[config.mk]
export PLATFORM = sky130hd
export DESIGN_NAME = gmm_fifo
export DESIGN_NICKNAME = d
export VERILOG_FILES = /design/src/rtl/general_matrix_multiply_macros.svh /design/src/rtl/gmm_fifo.sv
export SDC_FILE = /design/constraint.sdc
export NUM_CORES = 1
export LEC_CHECK = 0
export BUFFER_PORTS_ARGS = -buffer_cell sky130_fd_sc_hd__clkbuf_2
export CAP_MARGIN = 20
export CELL_PAD_IN_SITES_DETAIL_PLACEMENT = 1
export CELL_PAD_IN_SITES_GLOBAL_PLACEMENT = 2
export CORE_AREA = 10 10 47 49
export CTS_BUF_LIST = sky130_fd_sc_hd__clkbuf_4 sky130_fd_sc_hd__clkbuf_8 sky130_fd_sc_hd__clkbuf_16
export CTS_CLUSTER_DIAMETER = 50
export DETAILED_ROUTE_END_ITERATION = 10
export DIE_AREA = 0 0 57 59
export PLACE_DENSITY_LB_ADDON = 0.1
export SETUP_SLACK_MARGIN = 0.2
export SLEW_MARGIN = 15
export SYNTH_ARGS = -nofsm -noshare
export SYNTH_HDL_FRONTEND = slang
export SYNTH_SLANG_ARGS = --single-unit
[constraint.sdc]
create_clock -name i_clk -period 1.68 [get_ports i_clk]
set_input_delay 0.336 -clock i_clk [delete_from_list [all_inputs] [get_ports i_clk]]
set_output_delay 0.336 -clock i_clk [all_outputs]
set_load 0.1 [all_outputs]
[src/rtl/general_matrix_multiply_macros.svh]
// assertion macros for the general matrix multiply block
// included by the top level; no other dependencies
`ifndef GENERAL_MATRIX_MULTIPLY_MACROS_SVH
`define GENERAL_MATRIX_MULTIPLY_MACROS_SVH

// same-cycle implication, disabled during reset
`define GMM_ASSERT_SAME(label, clk, rst_n, ante, cons, msg) \
    label: assert property (@(posedge clk) disable iff (!rst_n) (ante) |-> (cons)) \
        else $error(msg);

// next-cycle implication, disabled during reset
`define GMM_ASSERT_NEXT(label, clk, rst_n, ante, cons, msg) \
    label: assert property (@(posedge clk) disable iff (!rst_n) (ante) |=> (cons)) \
        else $error(msg);

`endif

[src/rtl/gmm_fifo.sv]
// two-entry queue for any packed payload type
// no package dependencies
module gmm_fifo #(
    parameter type t_data = logic
) (
    input  logic  i_clk,
    input  logic  i_rst_n,
    input  logic  i_push,
    input  t_data i_data,
    output logic  o_full,
    input  logic  i_pop,
    output t_data o_data,
    output logic  o_empty
);
    t_data      r_mem [2];
    logic       r_wr_ptr, n_wr_ptr;
    logic       r_rd_ptr, n_rd_ptr;
    logic [1:0] r_count, n_count;
    logic       do_push, do_pop;

    assign o_full  = (r_count == 2'd2);
    assign o_empty = (r_count == 2'd0);
    assign do_push = i_push && !o_full;
    assign do_pop  = i_pop && !o_empty;
    assign o_data  = r_mem[r_rd_ptr];

    always_comb begin
        n_wr_ptr = do_push ? ~r_wr_ptr : r_wr_ptr;
        n_rd_ptr = do_pop ? ~r_rd_ptr : r_rd_ptr;
        n_count  = r_count + 2'(do_push) - 2'(do_pop);
    end

    always_ff @(posedge i_clk) begin
        if (!i_rst_n) begin
            r_wr_ptr <= 1'b0;
            r_rd_ptr <= 1'b0;
            r_count  <= 2'd0;
        end else begin
            r_wr_ptr <= n_wr_ptr;
            r_rd_ptr <= n_rd_ptr;
            r_count  <= n_count;
        end
    end

    always_ff @(posedge i_clk) begin
        if (do_push) begin
            r_mem[r_wr_ptr] <= i_data;
        end
    end
endmodule

# After elaboration in Yosys (flattened, before gate mapping)
# Memories as Yosys holds them, arrays and structs flattened. A register that Yosys moved wholly into a read port is not among the register bits.
# Index checks and enable logic that the tools add are counted.
word_totals:
  reg_bits: 4
  ram_bits: 2
  input_bits: 5
  out_inout_bits: 3
  mem_count: 1
classes:
  addsub: 2
  eq_ne: 1
  muxes: 4
  n_bitwise: 2
  n_reduce_logical: 5
mem_list:
  columns: ["memory", "words", "word_bits", "read_ports", "rd_clocked_by_memory_dff", "wr", "line", "rtl"]
  rows:
  - ["r_mem", 2, 1, 1, 1, 1, "gmm_fifo.sv:15", "t_data r_mem [2];"]
op_table:
  columns: ["cell", "n"]
  rows:
  - ["$mux 1", 4]
  - ["$add 2x1->2", 1]
  - ["$eq 2x2->1 const B", 1]
  - ["$logic_and 1x1->1", 2]
  - ["$logic_not 1->1", 2]
  - ["$logic_not 2->1", 1]
  - ["$not 1->1", 2]
  - ["$sub 2x1->2", 1]

# Longest topological paths before layout
# Gate-level depths: netlist of run 1.
depth:
  ltp_word: 5
  depth_mapped: 8

# Least setup slack after synthesis of run 1
# Ideal clock, no wire load.
synth_timing:
  path_type: "reg-to-output"
  from: "register r_count[1]"
  to: "output port o_empty"
  t_arrival_ps: 1588
  path_slack_ps: -244
  stages_incl_launch_ff: 2
  path_buffers: 0
  cell_sequence: "dfxtp_1 -> nor2_1"
synth_via:
  elab_chain_len: 1
synth_lines:
  columns: ["item", "line", "rtl"]
  rows:
  - ["start: declaration", "gmm_fifo.sv:18", "logic [1:0] r_count, n_count;"]
  - ["start signal: assignment", "gmm_fifo.sv:41", "r_count <= n_count;"]
  - ["$logic_not 2->1", "gmm_fifo.sv:22", "assign o_empty = (r_count == 2'd0);"]
  - ["end: declaration", "gmm_fifo.sv:13", "output logic o_empty"]
# Every way passes these cells.

# Worst setup path after layout of run 1
layout_timing:
  from: "register r_count[1]"
  to: "register r_count[1]"
layout_lines:
  columns: ["item", "line", "rtl"]
  rows:
  - ["$logic_not 2->1", "gmm_fifo.sv:22", null]
  - ["$logic_not 1->1", "gmm_fifo.sv:24", "assign do_pop = i_pop && !o_empty;"]
  - ["$logic_and 1x1->1", "gmm_fifo.sv:24", null]
  - ["named net do_pop", "gmm_fifo.sv:19", "logic do_push, do_pop;"]
  - ["$sub 2x1->2", "gmm_fifo.sv:30", "n_count = r_count + 2'(do_push) - 2'(do_pop);"]
# The timed path passes the listed nets, and every way through them passes these cells.
# A chain may end at the register's enable or synchronous reset.

==> flow_metrics.py, run 1 <==
metrics = {
    "sta": {
        "post-route-min-period_ns": 1.53,
        "fin_tns_setup_ns": 0,
        "timing.fmax_ghz": 0.653,
        "grt_setup_unrepaired": "yes",
        "final.setup_skew_ns": 0.00409,
        "actual_slew_at_the_worst_max_slew_pin_ns": 0.306,
        "hold_violations": 0,
        "report.final.slew_viol_count": 0,
        "final_setup_vio_count": 0,
        "period_share": 0.912,
        "slew_headroom": 0.797,
    },
    "route": {
        "num_vias": 240,
        "wl_per_cell_um": 12.2,
        "drtPass1Iterations": 1,
        "detail-route-antenna-nets": 0,
        "initialDrtViolationCount": 0,
        "wl_um": 722,
        "number_of_drc_violations_after_detailed_routing": 0,
        "viasPerCell": 4.07,
    },
    "placement": {
        "gpl_congestion": 0.685,
        "post-dp-hpwl_um": 519,
        "placed_cells": 53,
        "port_buffer_count": 7,
    },
    "clock_network": {
        "cts-buffers-inserted": 3,
        "cts-htree-levels": 1,
        "cts_max_path_buffers": 2,
        "clock_latency_ns": 0.25,
        "clkSlewWorstSetupHoldPaths_ns": 0.05,
        "cts_tree": "yes",
        "cts.root.buffer_cell": "sky130_fd_sc_hd__clkbuf_4",
        "cts_sinks": 7,
    },
    "worst_hold_path": {
        "min_delay_worst_endpoint": "r_mem[1]",
        "hold-path-cell-count": 1,
        "min-delay-path-class": "input port to flop",
        "hold_path.startpoint": "i_data",
    },
    "critical_path": {
        "crit-reg2reg-launch": "r_count[1]",
        "crit_arrival_ns": 1.71,
        "critPathMaxFanout": 5,
        "reg2reg_to": "r_count[1]",
        "timing.critical_path.required_ns": 1.85,
        "setup.worst_path.end_class": "flop",
        "worst-r2r-cell-count": 7,
        "worst-setup-path-type": "flop to flop",
        "setup.reg_to_reg.worst_slack_ns": 0.15,
        "worst_setup_path_start_kind": "flop",
    },
    "yosys": {
        "netlist_area_um2": 308,
        "yosysSeqAreaShare": 0.520,
        "syn_inst": 30,
        "synth_nets": 37,
        "synth_seq_cells": 7,
        "yosysWarnings": 0,
        "post-synth-top-area-fraction": 0.325,
        "yosysUniqueCellTypes": 16,
        "synth_edf_count": 2,
        "post-synth-top-area-cell": "sky130_fd_sc_hd__dfxtp_1",
        "synth.avg_cell_area_um2": 10.3,
        "ys_top_cells_by_count": "sky130_fd_sc_hd__dfxtp_1 (5), sky130_fd_sc_hd__nor2_1 (5), sky130_fd_sc_hd__inv_1 (3)",
        "netlist_top_cells_area": "sky130_fd_sc_hd__dfxtp_1 (33%), sky130_fd_sc_hd__edfxtp_1 (20%), sky130_fd_sc_hd__ha_1 (8.1%)",
        "ys_async_sr_fraction": 0,
        "most_used_flip_flop_cell_after_synthesis": "sky130_fd_sc_hd__dfxtp_1",
    },
    "global_routing": {
        "globalRouteTotalUtil": 0.0455,
        "grt_antenna_before_repair": 0,
        "first_global_vias": 284,
        "grt_max_degree": 6,
        "grt_first_pass_wirelength_um": 1150,
        "grt_overflow": 0,
    },
    "floorplan": {
        "initial_utilization": 0.220,
        "floorplan.io_pins": 8,
        "row_count": 14,
        "die_width_um": 57,
        "die_outline_height_um": 59,
        "die_area_mm2": 0.00336,
        "floorplan.core_area_mm2": 0.00140,
    },
    "finish": {
        "post_route_cells_drive_above_1_share": 0.605,
        "sequential_cell_area_um2": 168,
        "fillCellCount": 169,
        "area_growth_syn_to_layout_pct": 60.2,
        "total_area_of_multi_input_combinational_cells_um2": 199,
        "finish.net_count": 51,
        "antenna_cells": 0,
        "fin_cells": 59,
    },
    "outcome": {
        "outcome": "completed",
    },
    "job": {
        "maxCapViolations": 0,
    },
}
per-stage QoR:
stage	setup WS (ns)	util	instance area (um^2)	hold slack, ns
2_1_floorplan	0.190	-	339	0.435
3_3_place_gp	0.142	0.283	397	0.472
3_5_place_dp	0.117	0.283	397	0.489
4_1_cts	0.116	0.324	454	0.275
5_1_grt	0.0846	0.352	493	0.269
6_report	0.148	0.352	493	0.282
cells by family after synthesis:
| group | Yosys count | share of synthesized area |
|---|---|---|
| muxes | 2 | 0.0691 |
| DFF | 7 | 0.520 |
| and+or+nand+nor | 13 | 0.207 |
| buffers and inverters | 3 | 0.0366 |
| adders and majority gates | 2 | 0.0813 |
| AOI/OAI and AO/OA | 1 | 0.0285 |
| xor gates and xnor gates | 2 | 0.0569 |
layer usage:
metal  share of wire  global-route usage  wire [um]
met4               0              0.0403          0
met3           0.037              0.0258         27
met5               0                   0          0
met2            0.60              0.0791        432
met1            0.36              0.0360        263
repair_timing:
item                       in CTS  in global routing
resized for setup               7                  4
pin swaps                       1                  6
hold buffers                    0                  0
setup endpoints to repair       3                  3
setup buffers                   0                  2
critical path: stages (launching register included):
cell	delay [ns]
sky130_fd_sc_hd__dfxtp_4	0.37
sky130_fd_sc_hd__o21a_4	0.23
sky130_fd_sc_hd__ha_4	0.25
sky130_fd_sc_hd__inv_2	0.04
sky130_fd_sc_hd__ha_4	0.15
sky130_fd_sc_hd__xor2_2	0.14
sky130_fd_sc_hd__and2_4	0.14
sky130_fd_sc_hd__nor3_2	0.13
area by class of cell:
class | count | share of cell area
Clock buffer | 4 | 0.0609
Inverter | 3 | 0.0228
Multi-Input combinational cell | 20 | 0.404
Sequential cell | 7 | 0.340
Timing Repair Buffer | 9 | 0.132
Tap cell | 16 | 0.0406
cells in the final DEF, fill, tap and decap left out, drive strengths merged:
cell,netlist,layout
dfxtp,5,5
ha,2,2
o21a,1,1
edfxtp,2,2
and2,2,2
clkbuf,0,9
buf,0,4
nor3,1,1
mux2i,1,1
nand2,2,2
inv,3,3
xor2,1,1
nand2b,2,2
mux2,1,1
and3,1,1
xnor2,1,1
nor2,5,5
worst max-delay path by stage:
stage	from	end	slack (ns)	depth (start not counted)
final	r_count[1]	r_count[1]	0.15	7
after global placement	r_count[1]	r_count[1]	0.14	7
after detailed placement	r_count[0]	r_count[1]	0.12	8
after global routing	r_count[1]	r_count[1]	0.08	7
after floorplan	r_count[1]	o_empty	0.19	1
after CTS	r_count[0]	r_count[1]	0.12	7
Power of run 1 is not shown: default switching activity piles up to over one toggle a cycle in this logic, so the estimate is an artifact.
==> inputs of run 2 (changes only) <==
--- a/config.mk
+++ b/config.mk
@@ -15,6 +15,7 @@
 export DETAILED_ROUTE_END_ITERATION = 10
 export DIE_AREA = 0 0 57 59
 export PLACE_DENSITY_LB_ADDON = 0.1
+export RECOVER_POWER = 25
 export SETUP_SLACK_MARGIN = 0.2
 export SLEW_MARGIN = 15
 export SYNTH_ARGS = -nofsm -noshare
==> constraint.sdc (replaced) <==
create_clock -name i_clk -period 1.85 [get_ports i_clk]
set_input_delay 0.37 -clock i_clk [delete_from_list [all_inputs] [get_ports i_clk]]
set_output_delay 0.37 -clock i_clk [all_outputs]
set_load 0.1 [all_outputs]
==> run 2 against run 1 <==
Count of clock-buffer cells in the layout unchanged. Cell count shrank 3.4%. Utilization is 5.9 points lower. Critical path depth rose by 1. Wire length decreased by 19%. Global-route usage down 0.88 points. Hold slack improved by 0.033 ns. Sequential share of layout area grew 6.2 points. First-iteration DRC count rose by 2. Critical endpoint unchanged.
==> flow_metrics.py, run 2 (same netlist as run 1, synthesis figures left out) <==
metrics = {
    "sta": {
        "report.final.slew_viol_count": 0,
        "period_share": 0.867,
        "final.setup_skew_ns": 0.00152,
        "grt_setup_unrepaired": "yes",
        "actual_slew_at_the_worst_max_slew_pin_ns": 0.544,
        "hold_violations": 0,
        "layout_setup_ws_ns": 0.246,
        "timing.fmax_ghz": 0.623,
        "post-route-min-period_ns": 1.60,
        "fin_tns_setup_ns": 0,
        "final_setup_vio_count": 0,
        "slew_headroom": 0.639,
    },
    "route": {
        "wl_um": 585,
        "wl_per_cell_um": 10.3,
        "initialDrtViolationCount": 2,
        "number_of_drc_violations_after_detailed_routing": 0,
        "num_vias": 220,
        "detail-route-antenna-nets": 0,
        "drtPass1Iterations": 2,
        "viasPerCell": 3.86,
    },
    "finish": {
        "antenna_cells": 0,
        "finish.net_count": 49,
        "most_frequent_cells_in_the_layout": "sky130_fd_sc_hd__clkbuf_4 (5), sky130_fd_sc_hd__clkbuf_2 (5), sky130_fd_sc_hd__nor2_1 (4), sky130_fd_sc_hd__inv_1 (3), sky130_fd_sc_hd__dfxtp_1 (3)",
        "area_growth_syn_to_layout_pct": 33.3,
        "post_route_cells_drive_above_1_share": 0.439,
        "design_area_um2": 410,
    },
    "floorplan": {
        "initial_utilization": 0.220,
        "die_width_um": 57,
        "row_count": 14,
        "floorplan.io_pins": 8,
        "floorplan.core_area_mm2": 0.00140,
        "die_area_mm2": 0.00336,
        "die_outline_height_um": 59,
    },
    "global_routing": {
        "met1_routing_resource_usage_after_global_routing": 0.0285,
        "gr-usage-met3": 0.0386,
        "globalRouteTotalUtil": 0.0367,
        "grt_max_degree": 6,
        "grt_overflow": 0,
        "grt_first_pass_wirelength_um": 924,
        "met2_use_gr": 0.0620,
        "first_global_vias": 229,
        "grt_antenna_before_repair": 0,
        "grt.busiest_layer": "met2",
    },
    "clock_network": {
        "holdBufCountCts": 0,
        "clock_latency_ns": 0.25,
        "cts-htree-levels": 1,
        "clkSlewWorstSetupHoldPaths_ns": 0.05,
        "cts.root.buffer_cell": "sky130_fd_sc_hd__clkbuf_4",
        "cts_max_path_buffers": 2,
        "cts_sinks": 7,
        "cts_tree": "yes",
        "cts-buffers-inserted": 3,
        "post_cts.repair.setup_buffers": 0,
    },
    "critical_path": {
        "worst-r2r-cell-count": 8,
        "setup.worst_path.end_class": "flop",
        "crit-reg2reg-launch": "r_count[0]",
        "worst-setup-path-type": "flop to flop",
        "reg2reg_to": "r_count[1]",
        "crit_arrival_ns": 1.77,
        "worst_setup_path_start_kind": "flop",
        "setup.reg_to_reg.worst_slack_ns": 0.25,
        "timing.critical_path.required_ns": 2.02,
        "critPathMaxFanout": 4,
    },
    "placement": {
        "post-dp-hpwl_um": 513,
        "detailedPlace.worstSlack_ns": 0.143,
        "port_buffer_count": 7,
        "gpl_congestion": 0.702,
        "placed_cell_area_um2": 365,
    },
    "worst_hold_path": {
        "min_delay_worst_endpoint": "r_mem[1]",
        "hold_path.startpoint": "i_data",
        "min-delay-path-class": "input port to flop",
        "hold-path-cell-count": 1,
    },
    "job": {
        "maxCapViolations": 0,
    },
    "outcome": {
        "outcome": "completed",
    },
}
==> run 2: metal layers <==
layer,up-vias,wire [um]
met4,0,0
met1,96,254
met3,0,35
met5,-,0
met2,5,295
li1,119,-
==> run 2: how the worst max path moves through the flow <==
| stage | cells after the start | endpoint | start | slack, ns |
|---|---|---|---|---|
| floorplan | 8 | r_count[1] | r_count[0] | 0.28 |
| global placement | 8 | r_count[1] | r_count[0] | 0.22 |
| detailed placement | 8 | r_count[1] | r_count[0] | 0.14 |
| CTS | 8 | r_count[1] | r_count[0] | 0.19 |
| global route | 8 | r_count[1] | r_count[0] | 0.14 |
| finish | 8 | r_count[1] | r_count[0] | 0.25 |
==> run 2: area by class of cell <==
cell class                      instances  area [um^2]
Timing Repair Buffer                    7         37.5
Inverter                                3         11.3
Multi-Input combinational cell         20          146
Fill cell                             172          991
Tap cell                               16         20.0
Sequential cell                         7          165
Clock buffer                            4         30.0
==> run 2: critical path, stage by stage, from the launching register on <==
cell                       delay [ns]
sky130_fd_sc_hd__dfxtp_4         0.36
sky130_fd_sc_hd__nand2b_4        0.13
sky130_fd_sc_hd__nand2_1         0.10
sky130_fd_sc_hd__ha_1            0.29
sky130_fd_sc_hd__inv_1           0.04
sky130_fd_sc_hd__ha_1            0.18
sky130_fd_sc_hd__xor2_1          0.15
sky130_fd_sc_hd__and2_2          0.18
sky130_fd_sc_hd__nor3_1          0.11
==> run 2: timing repair <==
action,4_1_cts,5_1_grt
resized for setup,2,5
gates cloned,0,0
setup endpoints to repair,2,2
==> run 2: metrics by stage <==
| step | instances | hold WS (ns) | util |
|---|---|---|---|
| finish | 57 | 0.315 | 0.293 |
| global route | 57 | 0.296 | 0.293 |
| CTS | 57 | 0.306 | 0.285 |
| detailed placement | 53 | 0.479 | 0.261 |
| global placement | 53 | 0.472 | 0.261 |
| floorplan | 30 | 0.455 | - |
Power of run 2 is left out for the same reason.
