`src/rtl/general_matrix_multiply_macros.svh`:
```
// assertion macros for the general matrix multiply block
// included by the top level; no other dependencies
`ifndef GENERAL_MATRIX_MULTIPLY_MACROS_SVH
`define GENERAL_MATRIX_MULTIPLY_MACROS_SVH

// same-cycle implication, disabled during reset
`define GMM_ASSERT_SAME(label, clk, rst_n, ante, cons, msg) \
    label: assert property (@(posedge clk) disable iff (!rst_n) (ante) |-> (cons)) \
        else $error(msg);

// next-cycle implication, disabled during reset
`define GMM_ASSERT_NEXT(label, clk, rst_n, ante, cons, msg) \
    label: assert property (@(posedge clk) disable iff (!rst_n) (ante) |=> (cons)) \
        else $error(msg);

`endif

```
`src/rtl/gmm_pkg.sv`:
```
// shared types, constants and fixed-point helpers of the matrix multiply block
// no dependencies
package gmm_pkg;

    localparam int MAX_DIM_DEF = 8;
    localparam int VALUE_W     = 32;
    localparam int POS_W       = 3;
    localparam int DIM_W       = 4;
    localparam int CFG_IDX_W   = 3;

    // action codes
    localparam logic [1:0] ACT_LOAD_A = 2'd0;
    localparam logic [1:0] ACT_LOAD_B = 2'd1;
    localparam logic [1:0] ACT_LOAD_C = 2'd2;
    localparam logic [1:0] ACT_START  = 2'd3;

    // configuration register indexes
    localparam logic [CFG_IDX_W-1:0] REG_TRANSPOSE = 3'd0;
    localparam logic [CFG_IDX_W-1:0] REG_ROWS_M    = 3'd1;
    localparam logic [CFG_IDX_W-1:0] REG_COLS_N    = 3'd2;
    localparam logic [CFG_IDX_W-1:0] REG_INNER_K   = 3'd3;
    localparam logic [CFG_IDX_W-1:0] REG_ALPHA     = 3'd4;
    localparam logic [CFG_IDX_W-1:0] REG_BETA      = 3'd5;

    typedef struct packed {
        logic [1:0]                action;
        logic [POS_W-1:0]          row_index;
        logic [POS_W-1:0]          col_index;
        logic signed [VALUE_W-1:0] element_value;
    } t_in_item;

    typedef struct packed {
        logic [POS_W-1:0]          out_row;
        logic [POS_W-1:0]          out_col;
        logic signed [VALUE_W-1:0] out_value;
        logic                      last_element;
    } t_out_item;

    // classified transaction handed from front to engine
    typedef struct packed {
        logic                      is_start;
        logic                      wr_a;
        logic                      wr_b;
        logic                      wr_c;
        logic [POS_W-1:0]          row;
        logic [POS_W-1:0]          col;
        logic [VALUE_W-1:0]        value;
    } t_cmd;

    typedef struct packed {
        logic [1:0]                transpose_mode;
        logic [DIM_W-1:0]          rows_m;
        logic [DIM_W-1:0]          cols_n;
        logic [DIM_W-1:0]          inner_k;
        logic signed [VALUE_W-1:0] alpha_scale;
        logic signed [VALUE_W-1:0] beta_scale;
    } t_cfg;

    typedef struct packed {
        logic idle;
        logic cmd_pop;
        logic res_push;
        logic res_last;
    } t_eng_status;

    localparam t_cfg CFG_RESET = '{
        transpose_mode: 2'd0,
        rows_m:         4'd8,
        cols_n:         4'd8,
        inner_k:        4'd8,
        alpha_scale:    32'sd65536,
        beta_scale:     32'sd0
    };

    // 64-bit add that saturates at the signed limits
    function automatic logic signed [63:0] f_sat_add64(input logic signed [63:0] a,
                                                       input logic signed [63:0] b);
        logic signed [63:0] s;
        s = a + b;
        if (a[63] == b[63] && s[63] != a[63]) begin
            s = a[63] ? {1'b1, 63'd0} : {1'b0, {63{1'b1}}};
        end
        return s;
    endfunction

    // shift right by 16 toward minus infinity, saturate to 32 bits
    function automatic logic signed [31:0] f_shift_sat32(input logic signed [63:0] x);
        logic [47:0] y;
        logic [31:0] r;
        y = x[63:16];
        if (!y[47] && (|y[46:31])) begin
            r = {1'b0, {31{1'b1}}};
        end else if (y[47] && !(&y[46:31])) begin
            r = {1'b1, 31'd0};
        end else begin
            r = y[31:0];
        end
        return $signed(r);
    endfunction

endpackage

```
`src/rtl/gmm_fifo.sv`:
```
// two-entry queue for any packed payload type
// no package dependencies
module gmm_fifo #(
    parameter type t_data = logic
) (
    input  logic  i_clk,
    input  logic  i_rst_n,
    input  logic  i_push,
    input  t_data i_data,
    output logic  o_full,
    input  logic  i_pop,
    output t_data o_data,
    output logic  o_empty
);
    t_data      r_mem [2];
    logic       r_wr_ptr, n_wr_ptr;
    logic       r_rd_ptr, n_rd_ptr;
    logic [1:0] r_count, n_count;
    logic       do_push, do_pop;

    assign o_full  = (r_count == 2'd2);
    assign o_empty = (r_count == 2'd0);
    assign do_push = i_push && !o_full;
    assign do_pop  = i_pop && !o_empty;
    assign o_data  = r_mem[r_rd_ptr];

    always_comb begin
        n_wr_ptr = do_push ? ~r_wr_ptr : r_wr_ptr;
        n_rd_ptr = do_pop ? ~r_rd_ptr : r_rd_ptr;
        n_count  = r_count + 2'(do_push) - 2'(do_pop);
    end

    always_ff @(posedge i_clk) begin
        if (!i_rst_n) begin
            r_wr_ptr <= 1'b0;
            r_rd_ptr <= 1'b0;
            r_count  <= 2'd0;
        end else begin
            r_wr_ptr <= n_wr_ptr;
            r_rd_ptr <= n_rd_ptr;
            r_count  <= n_count;
        end
    end

    always_ff @(posedge i_clk) begin
        if (do_push) begin
            r_mem[r_wr_ptr] <= i_data;
        end
    end
endmodule

```
`src/rtl/gmm_front.sv`:
```
// front end: accepts input transactions, classifies them, queues them
// depends on gmm_pkg and gmm_fifo
module gmm_front #(
    parameter int MAX_DIM = gmm_pkg::MAX_DIM_DEF
) (
    input  logic              i_clk,
    input  logic              i_rst_n,
    input  logic              i_push,
    input  gmm_pkg::t_in_item i_item,
    output logic              o_full,
    input  logic              i_cmd_pop,
    output gmm_pkg::t_cmd     o_cmd,
    output logic              o_cmd_empty
);
    import gmm_pkg::*;

    t_cmd cmd;
    logic in_range;

    // loads outside the stores are dropped here
    assign in_range = ({1'b0, i_item.row_index} < DIM_W'(MAX_DIM)) &&
                      ({1'b0, i_item.col_index} < DIM_W'(MAX_DIM));

    always_comb begin
        cmd.is_start = (i_item.action == ACT_START);
        cmd.wr_a     = (i_item.action == ACT_LOAD_A) && in_range;
        cmd.wr_b     = (i_item.action == ACT_LOAD_B) && in_range;
        cmd.wr_c     = (i_item.action == ACT_LOAD_C) && in_range;
        cmd.row      = i_item.row_index;
        cmd.col      = i_item.col_index;
        cmd.value    = i_item.element_value;
    end

    gmm_fifo #(.t_data(t_cmd)) u_cmd_q (
        .i_clk   (i_clk),
        .i_rst_n (i_rst_n),
        .i_push  (i_push),
        .i_data  (cmd),
        .o_full  (o_full),
        .i_pop   (i_cmd_pop),
        .o_data  (o_cmd),
        .o_empty (o_cmd_empty)
    );
endmodule

```
`config.mk`:
```
export PLATFORM = sky130hd
export DESIGN_NAME = gmm_front
export DESIGN_NICKNAME = d
export VERILOG_FILES = /design/src/rtl/general_matrix_multiply_macros.svh /design/src/rtl/gmm_pkg.sv /design/src/rtl/gmm_fifo.sv /design/src/rtl/gmm_front.sv
export SDC_FILE = /design/constraint.sdc
export NUM_CORES = 1
export LEC_CHECK = 0
export BUFFER_PORTS_ARGS = -buffer_cell sky130_fd_sc_hd__buf_4
export CAP_MARGIN = 20
export CORE_MARGIN = 5
export CORE_UTILIZATION = 47
export CTS_CLUSTER_DIAMETER = 50
export DETAILED_ROUTE_END_ITERATION = 10
export PLACE_DENSITY = 0.78
export SLEW_MARGIN = 20
export SYNTH_ARGS = -nofsm -noshare
export SYNTH_HDL_FRONTEND = slang
export SYNTH_SLANG_ARGS = --single-unit
```
`constraint.sdc`:
```
create_clock -name i_clk -period 3.2 [get_ports i_clk]
set_input_delay 0.32 -clock i_clk [delete_from_list [all_inputs] [get_ports i_clk]]
set_output_delay 0.32 -clock i_clk [all_outputs]
set_load 0.02 [all_outputs]
```
== After elaboration in Yosys (flattened, before gate mapping) ==
Memory sizes are Yosys's and may differ from the RTL's. A register that Yosys moved wholly into a read port is not among the register bits.
Cells that the tools add are included.
Operators by class
  multiplexer cells: 4
  $add $sub $neg: 2
  reductions and logical operators: 6
  bitwise operators: 2
  eq/ne operators: 4
Operators with widths (number)
  2-bit equality test, second input constant: 3
  2-bit zero test: 2
  1-bit two-way mux: 4
  2-bit by 1-bit adder with 2-bit output: 1
  2-bit by 1-bit equality test with 1-bit output, second input constant: 1
  1-bit logical AND: 2
  1-bit zero test: 2
  1-bit inverter: 2
  2-bit by 1-bit subtractor with 2-bit output: 1
Word-level totals
  flip-flop bits (word level): 4
  output and inout port bits: 44
  memories kept: 1
  memory bits (writable): 84
  word-level logic and storage cells: 22
Memories
  u_cmd_q.r_mem: words 2, width 42, rd ports 1, clocked after memory_dff 1, wr ports 1, RTL line gmm_fifo.sv:15  | t_data r_mem [2];

== Logic depth before layout (Yosys ltp) ==
Gate-level depths: netlist of the first run.
  depth after elaboration: 5
  mapped depth: 7

== Cells and area by module ==
Synthesis of the first run repeated with hierarchy kept, for this count alone.
Second synthesis, totals
  cells, all modules: 162
  area, all modules: 3497.1 um2
Modules (own cells, without submodules)
  gmm_fifo: area each 3470.8 um2, cells an instance 158, times used 1, sequential area each 2622.5 um2
  gmm_front: area each 26.3 um2, cells an instance 4, times used 1, sequential area each 0.0 um2

== Worst setup path before layout of the first run ==
Ideal clock, no wire load.
  path kind: flip-flop to flip-flop
  from: register u_cmd_q.r_count[0]
  to: memory u_cmd_q.r_mem[0][0] in the netlist's numbering, enable pin
  slack: 187 ps
  cell stages (with the launch flop): 4
  setup time: 446 ps
  clock period less this slack: 3013 ps
  arrival time: 2566 ps
  cells stage by stage: dfxtp_1 > nand2b_1 > and2_2 > nor2b_1
Between the ends
  word-level cells in the longest chain between the ends: 5
Ends and longest elaborated chain
  start: declaration: RTL line gmm_fifo.sv:18  | logic [1:0] r_count, n_count;
  start signal: assignment: RTL line gmm_fifo.sv:41  | r_count <= n_count;
  2-bit equality test: RTL line gmm_fifo.sv:21  | assign o_full = (r_count == 2'd2);
  1-bit zero test: RTL line gmm_fifo.sv:23  | assign do_push = i_push && !o_full;
  1-bit logical AND: RTL line gmm_fifo.sv:23
  named net u_cmd_q.do_push: RTL line gmm_fifo.sv:19  | logic do_push, do_pop;
  1-bit two-way mux: RTL line gmm_fifo.sv:46  | if (do_push) begin
  1-bit two-way mux (implied by the code): RTL line gmm_fifo.sv:47  | r_mem[r_wr_ptr] <= i_data;
  end: declaration: RTL line gmm_fifo.sv:15
The timed path passes the listed nets, and every way through them passes these cells.

==> results_dict.tcl, run 1 <==
set metrics [dict create \
    drt.antenna.violating_nets 0 \
    crit_family "flip-flops" \
    min-delay-start "i_item[24]" \
    number_of_global_route_vias_before_repair 1798 \
    grt_pass1_wl_mm 8.58 \
    gr-total-overflow 0 \
    synth_enable_flop_cells 84 \
    postCtsHoldBufs 0 \
    postCtsSetupRepairBufs 0 \
    synthesis.yosys.warnings 0 \
    diodes 0 \
    multiInputGateArea_um2 790 \
    post_dp_cell_area_um2 4230 \
    postSynthCellCount 161 \
    synth_top_cells_by_area "edfxtp_1 72%, mux2_4 17%, dfxtp_1 2.9%" \
    slew_viol_final 0 \
    fp.dieArea_um2 9290 \
    pwr-share-seq_pct 46.1 \
    cp.buffers_inverters 2 \
    timing.final.hold_violations 0 \
    synth_sequential_area_ratio_pct 74.8 \
    grt_setup_unrepaired "no" \
    post_synth_instance_area_um2 3510 \
    growth_of_design_area_from_synthesis_to_finish_pct 25.0 \
    critical_path.reg2reg.startpoint "u_cmd_q.r_count[0]$_SDFF_PN0_" \
    initial_util_pct 48.3 \
    pre_cts_slack_ps 1250 \
    worst_hold_slack_ps 170 \
    timing.critical_path.from_type "flip-flop" \
    signal_arrival_time_at_the_worst_endpoint_ps 1790 \
    timing.max_cap.violations 0 \
    timing.critical_path.fanout_max 27 \
    length_in_cells_of_the_worst_reg_to_reg_path 4 \
    cts_buffer_depth 2 \
    footprint_of_the_flip_flops_and_latches_um2 2620 \
    tightest_slew_ps 985 \
    fp.dieH_um 96.4 \
    power_density_nw_per_um2 779 \
    worst_setup_path_end_kind "output port" \
    dr.pass1.iters 4 \
    worst-endpoint-required_ps 2880 \
    grt.total_usage_pct 12.7 \
    power.total_mw 3.41 \
    synthArstFlopShare_pct 0 \
    core-area_um2 7250 \
    post-route-worst-setup-slack_ps 1090 \
    critical_path.cell_chain "buf_12, mux2_4, buf_4" \
    period_share_pct 66.1 \
    peakVddDrop_v 0.000407 \
    final.setup_skew_ps 7.14 \
    cts-buffers-inserted 9 \
    post-dp-hpwl_mm 3.91 \
    fin_crit_ps 2110 \
    vias_per_cell 4.67 \
    number_of_antenna_violations_at_the_first_check_in_global_routing 0 \
    std_cell_rows 31 \
    p_int_mw 2.40 \
    hold_class "in -> reg" \
    power_leakage_nw 1.72 \
    ys_dominant_reg_cell "edfxtp_1" \
    grt_max_degree 43 \
    route.vias.total 1682 \
    critPathKind "reg -> out" \
    min_delay_path_depth 1 \
    drc_errors 0 \
    clock_sink_count 89 \
    power.switching_fraction_pct 29.6 \
    nets 302 \
    drive_above_1_share_pct 56.3 \
    post_drt_wl_per_cell_um 15.6 \
    synthesis.nets 207 \
    worstSetupPathDepth 3 \
    clk_transition_reported_paths_ps 80 \
    number_of_gates_resized_after_cts 0 \
    net-switching-power_mw 1.01 \
    finalSetupViolCount 0 \
    post-synth-top-area-fraction_pct 71.9 \
    slowest_delay_ps 670 \
    place.gp.congestion 0.679 \
    max_clock_freq_mhz 473 \
    drt_iter0_markers 46 \
    totalWireLength_mm 5.61 \
    num-fill-cells 547 \
    final_cells 360 \
    synth_top_area_cell "edfxtp_1" \
    clockPowerShare_pct 18.0 \
    clockRootBuffer "clkbuf_8" \
    boundaryPins 88 \
    final_design_area_no_fill_um2 4380 \
    die_width_um 96.4 \
    tritoncts "yes" \
    port_buffers 87 \
    htree_levels 3 \
    dp.cells 344 \
    worst_skew_pair.late_latency_ps 330 \
    synthTopCellsByCount "84 x edfxtp_1, 40 x mux2_4, 5 x dfxtp_1, 5 x nor2b_1, 4 x buf_12" \
    critical_path_slowest_stage_cell "dfxtp_2" \
    post_synth_num_cell_types 19 \
    combinationalPowerShare_pct 35.9 \
    timing.setup.tns_ps 0 \
    most_numerous_cell_in_the_yosys_netlist "edfxtp_1" \
    synth.avg_cell_area_um2 21.8 \
    outcome "completed" \
    synth_seq_cells 89 \
    post-route-util_pct 60.4 \
    maxSlewHeadroom_pct 34.3 \
]
-- final timing paths --
check	end	slack [ps]
worst min register to register	u_cmd_q.r_wr_ptr$_SDFFE_PN0P_	530
worst min-delay path	u_cmd_q.r_mem[0][24]$_DFFE_PP_	170
worst max register to register	u_cmd_q.r_mem[0][40]$_DFFE_PP_	1280
worst max-delay path	o_cmd[16]	1090
-- layout make-up --
cell class | instances | share of cell area (%)
Timing Repair Buffer | 89 | 15.5
Inverter | 3 | 0.257
Tap cell | 99 | 2.83
Multi-Input combinational cell | 64 | 18.0
Clock inverter | 2 | 0.228
Sequential cell | 89 | 59.9
Clock buffer | 14 | 3.26
-- sequential cells by signal, indices dropped and copies added, names as in the netlist, named ones only --
register,flops
u_cmd_q.r_mem,84
u_cmd_q.r_rd_ptr,1
u_cmd_q.r_count,2
u_cmd_q.r_wr_ptr,1
-- cell usage in the layout, fill, tap and decap left out, types with 2 or more instances in the layout --
master     n
ha_1       2
xnor2_1    3
buf_4     88
clkbuf_1   5
mux2_4    40
nor2_1     2
clkbuf_8   9
inv_1      3
nor2b_1    4
and2_1     3
edfxtp_1  84
clkinv_2   2
mux2_2     2
dfxtp_1    4
-- power groups by stage --
stage,Clock [mW],Sequential [mW],Combinational [mW]
after global placement,0,1.59,1.23
final,0.616,1.57,1.22
after detailed placement,0,1.60,1.25
after floorplan,0,1.55,0.918
after CTS,0.638,1.58,1.25
after global routing,0.684,1.59,1.30
-- logic make-up after synthesis --
kind of cell,Yosys count,share of synthesized area (%)
multiplexers,42,17.8
AO/OA/AOI/OAI,2,0.464
AND/OR/NAND/NOR,15,2.57
XOR/XNOR,3,0.750
flip-flops,89,74.8
buffers and inverters,8,2.93
adder cells (fa/ha/maj),2,0.714
-- per-layer routing --
metal,vias to the layer above,part of all wire [%],track usage (%)
met4,0,1.3,6.31
li1,805,-,-
met3,9,8.8,3.67
met2,63,48,20.2
met1,805,42,15.7
met5,-,0,0
(Power assumes the default switching activity.)
==> run 2, diff against run 1 <==
CORE_UTILIZATION = 52   (was 47)
PLACE_DENSITY = 0.81   (was 0.78)
clock period = 2.2 ns   (was 3.2 ns; I/O delays follow)
==> run 2 against run 1 <==
  * Core utilization is 6.3 points higher
  * Via count is 0.36% higher
  * Power is 54% higher
==> results_dict.tcl, run 2 (synthesized netlist as in run 1, its figures left out) <==
set metrics [dict create \
    worst-endpoint-required_ps 1980 \
    outcome "completed" \
    initial_util_pct 52.5 \
    diodes 0 \
    fin_crit_ps 1920 \
    fp.dieArea_um2 8480 \
    hold_class "in -> reg" \
    timing.final.hold_violations 0 \
    power_leakage_nw 1.76 \
    peakVddDrop_v 0.000788 \
    clk_transition_reported_paths_ps 80 \
    timing.max_cap.violations 0 \
    cts-buffers-inserted 9 \
    boundaryPins 88 \
    mostFrequentLayoutCells "87 x buf_4, 84 x edfxtp_1, 40 x mux2_4" \
    p_int_mw 3.76 \
    signal_arrival_time_at_the_worst_endpoint_ps 1700 \
    post-dp-hpwl_mm 4.17 \
    number_of_antenna_violations_at_the_first_check_in_global_routing 0 \
    timing.setup.tns_ps 0 \
    clockRootBuffer "clkbuf_8" \
    finalSetupViolCount 0 \
    die_width_um 92.1 \
    tightest_slew_ps 446 \
    cts_buffer_depth 2 \
    grt.total_usage_pct 14.4 \
    dr.pass1.iters 4 \
    post-route-worst-setup-slack_ps 284 \
    drt.antenna.violating_nets 0 \
    place.gp.congestion 0.650 \
    maxSlewHeadroom_pct 70.3 \
    period_share_pct 87.1 \
    layout.cells.most_common "buf_4" \
    drive_above_1_share_pct 56.7 \
    final.setup_skew_ps 6.63 \
    growth_of_design_area_from_synthesis_to_finish_pct 27.2 \
    htree_levels 3 \
    vias_per_cell 4.92 \
    max_reg_flops 84 \
    gr-total-overflow 0 \
    number_of_global_route_vias_before_repair 1779 \
    clock_sink_count 89 \
    nets 304 \
    net-switching-power_mw 1.50 \
    critPathKind "reg -> out" \
    worst_skew_pair.late_latency_ps 340 \
    cp.buffers_inverters 2 \
    route.vias.total 1688 \
    post_drt_wl_per_cell_um 16.8 \
    power.switching_fraction_pct 28.5 \
    grt_pass1_wl_mm 9.06 \
    power.total_mw 5.26 \
    pwr-share-seq_pct 43.3 \
    slew_viol_final 0 \
    critical_path.cell_chain "buf_12, mux2_4, buf_4" \
    crit_family "flip-flops" \
    postCtsHoldBufs 0 \
    grt_setup_unrepaired "no" \
    post-route-util_pct 66.8 \
    worst_setup_path_end_kind "output port" \
    slowest_delay_ps 610 \
    std_cell_rows 30 \
    biggestRegsByFlops "u_cmd_q.r_mem (84), u_cmd_q.r_count (2)" \
    combinationalPowerShare_pct 35.1 \
    postCtsSetupRepairBufs 0 \
    fp.dieH_um 92.1 \
    critical_path_slowest_stage_cell "dfxtp_2" \
    number_of_gates_resized_after_cts 0 \
    drc_errors 0 \
    max_flop_register "u_cmd_q.r_mem" \
    final_design_area_no_fill_um2 4460 \
    max_clock_freq_mhz 522 \
    tritoncts "yes" \
    post_dp_cell_area_um2 4260 \
    power_density_nw_per_um2 1180 \
    pre_cts_slack_ps 619 \
    drt_iter0_markers 58 \
    totalWireLength_mm 5.76 \
    grt_max_degree 43 \
    timing.critical_path.from_type "flip-flop" \
    core-area_um2 6680 \
    port_buffers 87 \
    clockPowerShare_pct 21.6 \
    timing.critical_path.fanout_max 19 \
]
run 2: worst paths after layout:
| kind | from | endpoint | slack [ps] | cells after the start |
|---|---|---|---|---|
| max | flip-flop | o_cmd[14] | 280 | 3 |
| min | i_item[14] | u_cmd_q.r_mem[0][14]$_DFFE_PP_ | 60 | 1 |
| max reg2reg | u_cmd_q.r_count[0]$_SDFF_PN0_ | u_cmd_q.r_mem[1][5]$_DFFE_PP_ | 610 | 3 |
| min reg2reg | u_cmd_q.r_wr_ptr$_SDFFE_PN0P_ | u_cmd_q.r_wr_ptr$_SDFFE_PN0P_ | 530 | 2 |
run 2: worst register-to-register path, stage by stage, from the launching register on:
cell	delay [ps]
dfxtp_1	370
nand2b_1	180
and3_2	470
buf_12	250
run 2: metal layers:
metal | up-vias | GRT usage [%] | routed length [um]
li1 | 805 | - | -
met1 | 819 | 16.8 | 2220
met2 | 54 | 23.5 | 2960
met3 | 10 | 5.17 | 453
met4 | 0 | 7.43 | 123
met5 | - | 0 | 0
run 2: through the flow:
step                std cells  hold slack (ps)
global placement          327              406
global route              343             27.2
floorplan                 161              319
CTS                       343             29.4
detailed placement        327              408
finish                    343             55.6
run 2: power groups by stage:
stage	combinational (mW)	clock, mW	sequential, mW
global placement	1.85	0	2.30
CTS	1.88	1.18	2.28
floorplan	1.34	0	2.25
global route	1.95	1.25	2.31
finish	1.85	1.14	2.28
detailed placement	1.88	0	2.32
run 2: cell type report:
type / count / area, um^2
clock buffers: 12 / 135
multi-input cells: 64 / 790
flip-flops and latches: 89 / 2620
inverters: 3 / 11.3
repair buffers: 91 / 733
fillers: 480 / 2220
clock inverters: 4 / 67.6
well taps: 80 / 100
==> run 3, diff against run 2 <==
REMOVE_ABC_BUFFERS = 1   (was not set)
==> run 3 against run 2 <==
  * Sequential share of layout area fell by 0.13 points
  * Cell area rose by 0.22%
  * Critical endpoint is now o_cmd[11]
  * Largest power group unchanged
  * Wire length rose by 0.36%
  * First-iteration DRC count fell by 16%
  * Worst setup slack improved by 130 ps
  * Register-to-register slack got worse by 140 ps
  * Largest cell class unchanged
  * Sequential power fell by 2%
  * Critical path depth did not move
  * Critical path type unchanged
  * Count of clock-buffer cells in the layout fell by 3
  * Die area did not move
==> results_dict.tcl, run 3 (synthesized netlist as in run 1, its figures left out) <==
set metrics [dict create \
    timing.critical_path.from_type "flip-flop" \
    biggestRegsByFlops "u_cmd_q.r_mem (84), u_cmd_q.r_count (2)" \
    layout.cells.most_common "buf_4" \
    pre_cts_slack_ps 452 \
    grt.total_usage_pct 14.2 \
    max_clock_freq_mhz 561 \
    finalSetupViolCount 0 \
    drc_errors 0 \
    max_flop_register "u_cmd_q.r_mem" \
    hold_class "in -> reg" \
    std_cell_rows 30 \
    grt_max_degree 30 \
    worst_r2r_endpoint "u_cmd_q.r_mem[0][18]$_DFFE_PP_" \
    signal_arrival_time_at_the_worst_endpoint_ps 1560 \
    gr-total-overflow 0 \
    growth_of_design_area_from_synthesis_to_finish_pct 27.5 \
    timing.critical_path.fanout_max 23 \
    length_in_cells_of_the_worst_reg_to_reg_path 4 \
    max_reg_flops 84 \
    core-area_um2 6680 \
    tightest_slew_ps 500 \
    critical_path.reg2reg.startpoint "u_cmd_q.r_count[0]$_SDFF_PN0_" \
    cts-buffers-inserted 9 \
    min_to "u_cmd_q.r_mem[0][0]$_DFFE_PP_" \
    nets 306 \
    peakVddDrop_v 0.000740 \
    htree_levels 3 \
    final_design_area_no_fill_um2 4470 \
    tritoncts "yes" \
    initial_util_pct 52.5 \
    drt_iter0_markers 49 \
    worst_skew_pair.late_latency_ps 350 \
    totalWireLength_mm 5.78 \
    cts_buffer_depth 2 \
    timing.final.hold_violations 0 \
    power_leakage_nw 1.77 \
    post_dp_cell_area_um2 4250 \
    diodes 0 \
    min_delay_path_depth 1 \
    power_density_nw_per_um2 1190 \
    die_width_um 92.1 \
    post_drt_wl_per_cell_um 16.8 \
    critPathKind "reg -> out" \
    post-dp-hpwl_mm 4.18 \
    boundaryPins 88 \
    grt_pass1_wl_mm 8.91 \
    fin_crit_ps 1780 \
    clock_sink_count 89 \
    grt_setup_unrepaired "no" \
    port_buffers 87 \
    fp.dieH_um 92.1 \
    mostFrequentLayoutCells "91 x buf_4, 84 x edfxtp_1, 40 x mux2_4" \
    final.setup_skew_ps 8.87 \
    period_share_pct 81.1 \
    number_of_global_route_vias_before_repair 1783 \
    drt.antenna.violating_nets 0 \
    clk_transition_reported_paths_ps 90 \
    route.vias.total 1733 \
    drive_above_1_share_pct 58.5 \
    regToRegSetupSlack_ps 470 \
    number_of_antenna_violations_at_the_first_check_in_global_routing 0 \
    post-route-worst-setup-slack_ps 417 \
    worst_setup_path_end_kind "output port" \
    outcome "completed" \
    worst-endpoint-required_ps 1980 \
    maxSlewHeadroom_pct 66.6 \
    timing.max_cap.violations 0 \
    fp.dieArea_um2 8480 \
    postCtsHoldBufs 0 \
    dr.pass1.iters 4 \
    min-delay-start "i_item[0]" \
    slew_viol_final 0 \
    postCtsSetupRepairBufs 0 \
    vias_per_cell 5.02 \
    clockRootBuffer "clkbuf_8" \
    place.gp.congestion 0.755 \
    number_of_gates_resized_after_cts 0 \
]
==> run 3: cell types whose count changed in the layout (fill, tap and decap cells not counted), sizes merged <==
cell,previous run,this run
buf,91,93
clkbuf,12,9
inv,3,6
==> run 3: worst max-delay path, cell delays in order, from the launching register on <==
cell	delay, ps
dfxtp_2	330
buf_4	370
mux2_4	350
buf_4	160
==> run 3: worst max path at each step <==
stage	startpoint	cells past startpoint	end	slack (ps)
CTS	flip-flop	3	o_cmd[40]	380
floorplan	u_cmd_q.r_count[0]$_SDFF_PN0_	3	u_cmd_q.r_mem[0][0]$_DFFE_PP_	-810
global placement	u_cmd_q.r_count[0]$_SDFF_PN0_	4	u_cmd_q.r_mem[0][18]$_DFFE_PP_	500
detailed placement	u_cmd_q.r_count[0]$_SDFF_PN0_	4	u_cmd_q.r_mem[0][18]$_DFFE_PP_	450
finish	flip-flop	3	o_cmd[11]	420
global route	u_cmd_q.r_count[0]$_SDFF_PN0_	4	u_cmd_q.r_mem[0][8]$_DFFE_PP_	340
==> run 3: layer usage <==
layer	up-vias	routed length [um]	GRT usage, %
met4	0	90	7.43
met3	9	437	4.84
met1	845	2300	16.8
met5	-	0	0
met2	62	2950	22.9
li1	817	-	-
==> run 3: area by class of cell <==
class                           instances  area [um^2]
Sequential cell                        89         2620
Multi-Input combinational cell         64          790
Inverter                                3         11.3
Fill cell                             451         2210
Timing Repair Buffer                   93          723
Clock inverter                          7         98.8
Clock buffer                            9          124
Tap cell                               80          100
==> run 3: stage by stage <==
| step | total power, mW | hold slack, ps | setup TNS [ps] | util (%) | cells |
|---|---|---|---|---|---|
| 2_1_floorplan | 3.49 | 319 | -40290 | - | 156 |
| 3_3_place_gp | 4.13 | 406 | 0 | 63.6 | 329 |
| 3_5_place_dp | 4.16 | 408 | 0 | 63.6 | 329 |
| 4_1_cts | 5.37 | 31.6 | 0 | 66.9 | 345 |
| 5_1_grt | 5.54 | 16.4 | 0 | 66.9 | 345 |
| 6_report | 5.31 | 49.8 | 0 | 66.9 | 345 |
==> run 3: power breakdown <==
part | switching (mW) | internal [mW] | leakage (nW)
Sequential | 0.0782 | 2.15 | 0.828
Clock | 0.558 | 0.650 | 0.112
Combinational | 0.919 | 0.955 | 0.834
Total | 1.56 | 3.76 | 1.77
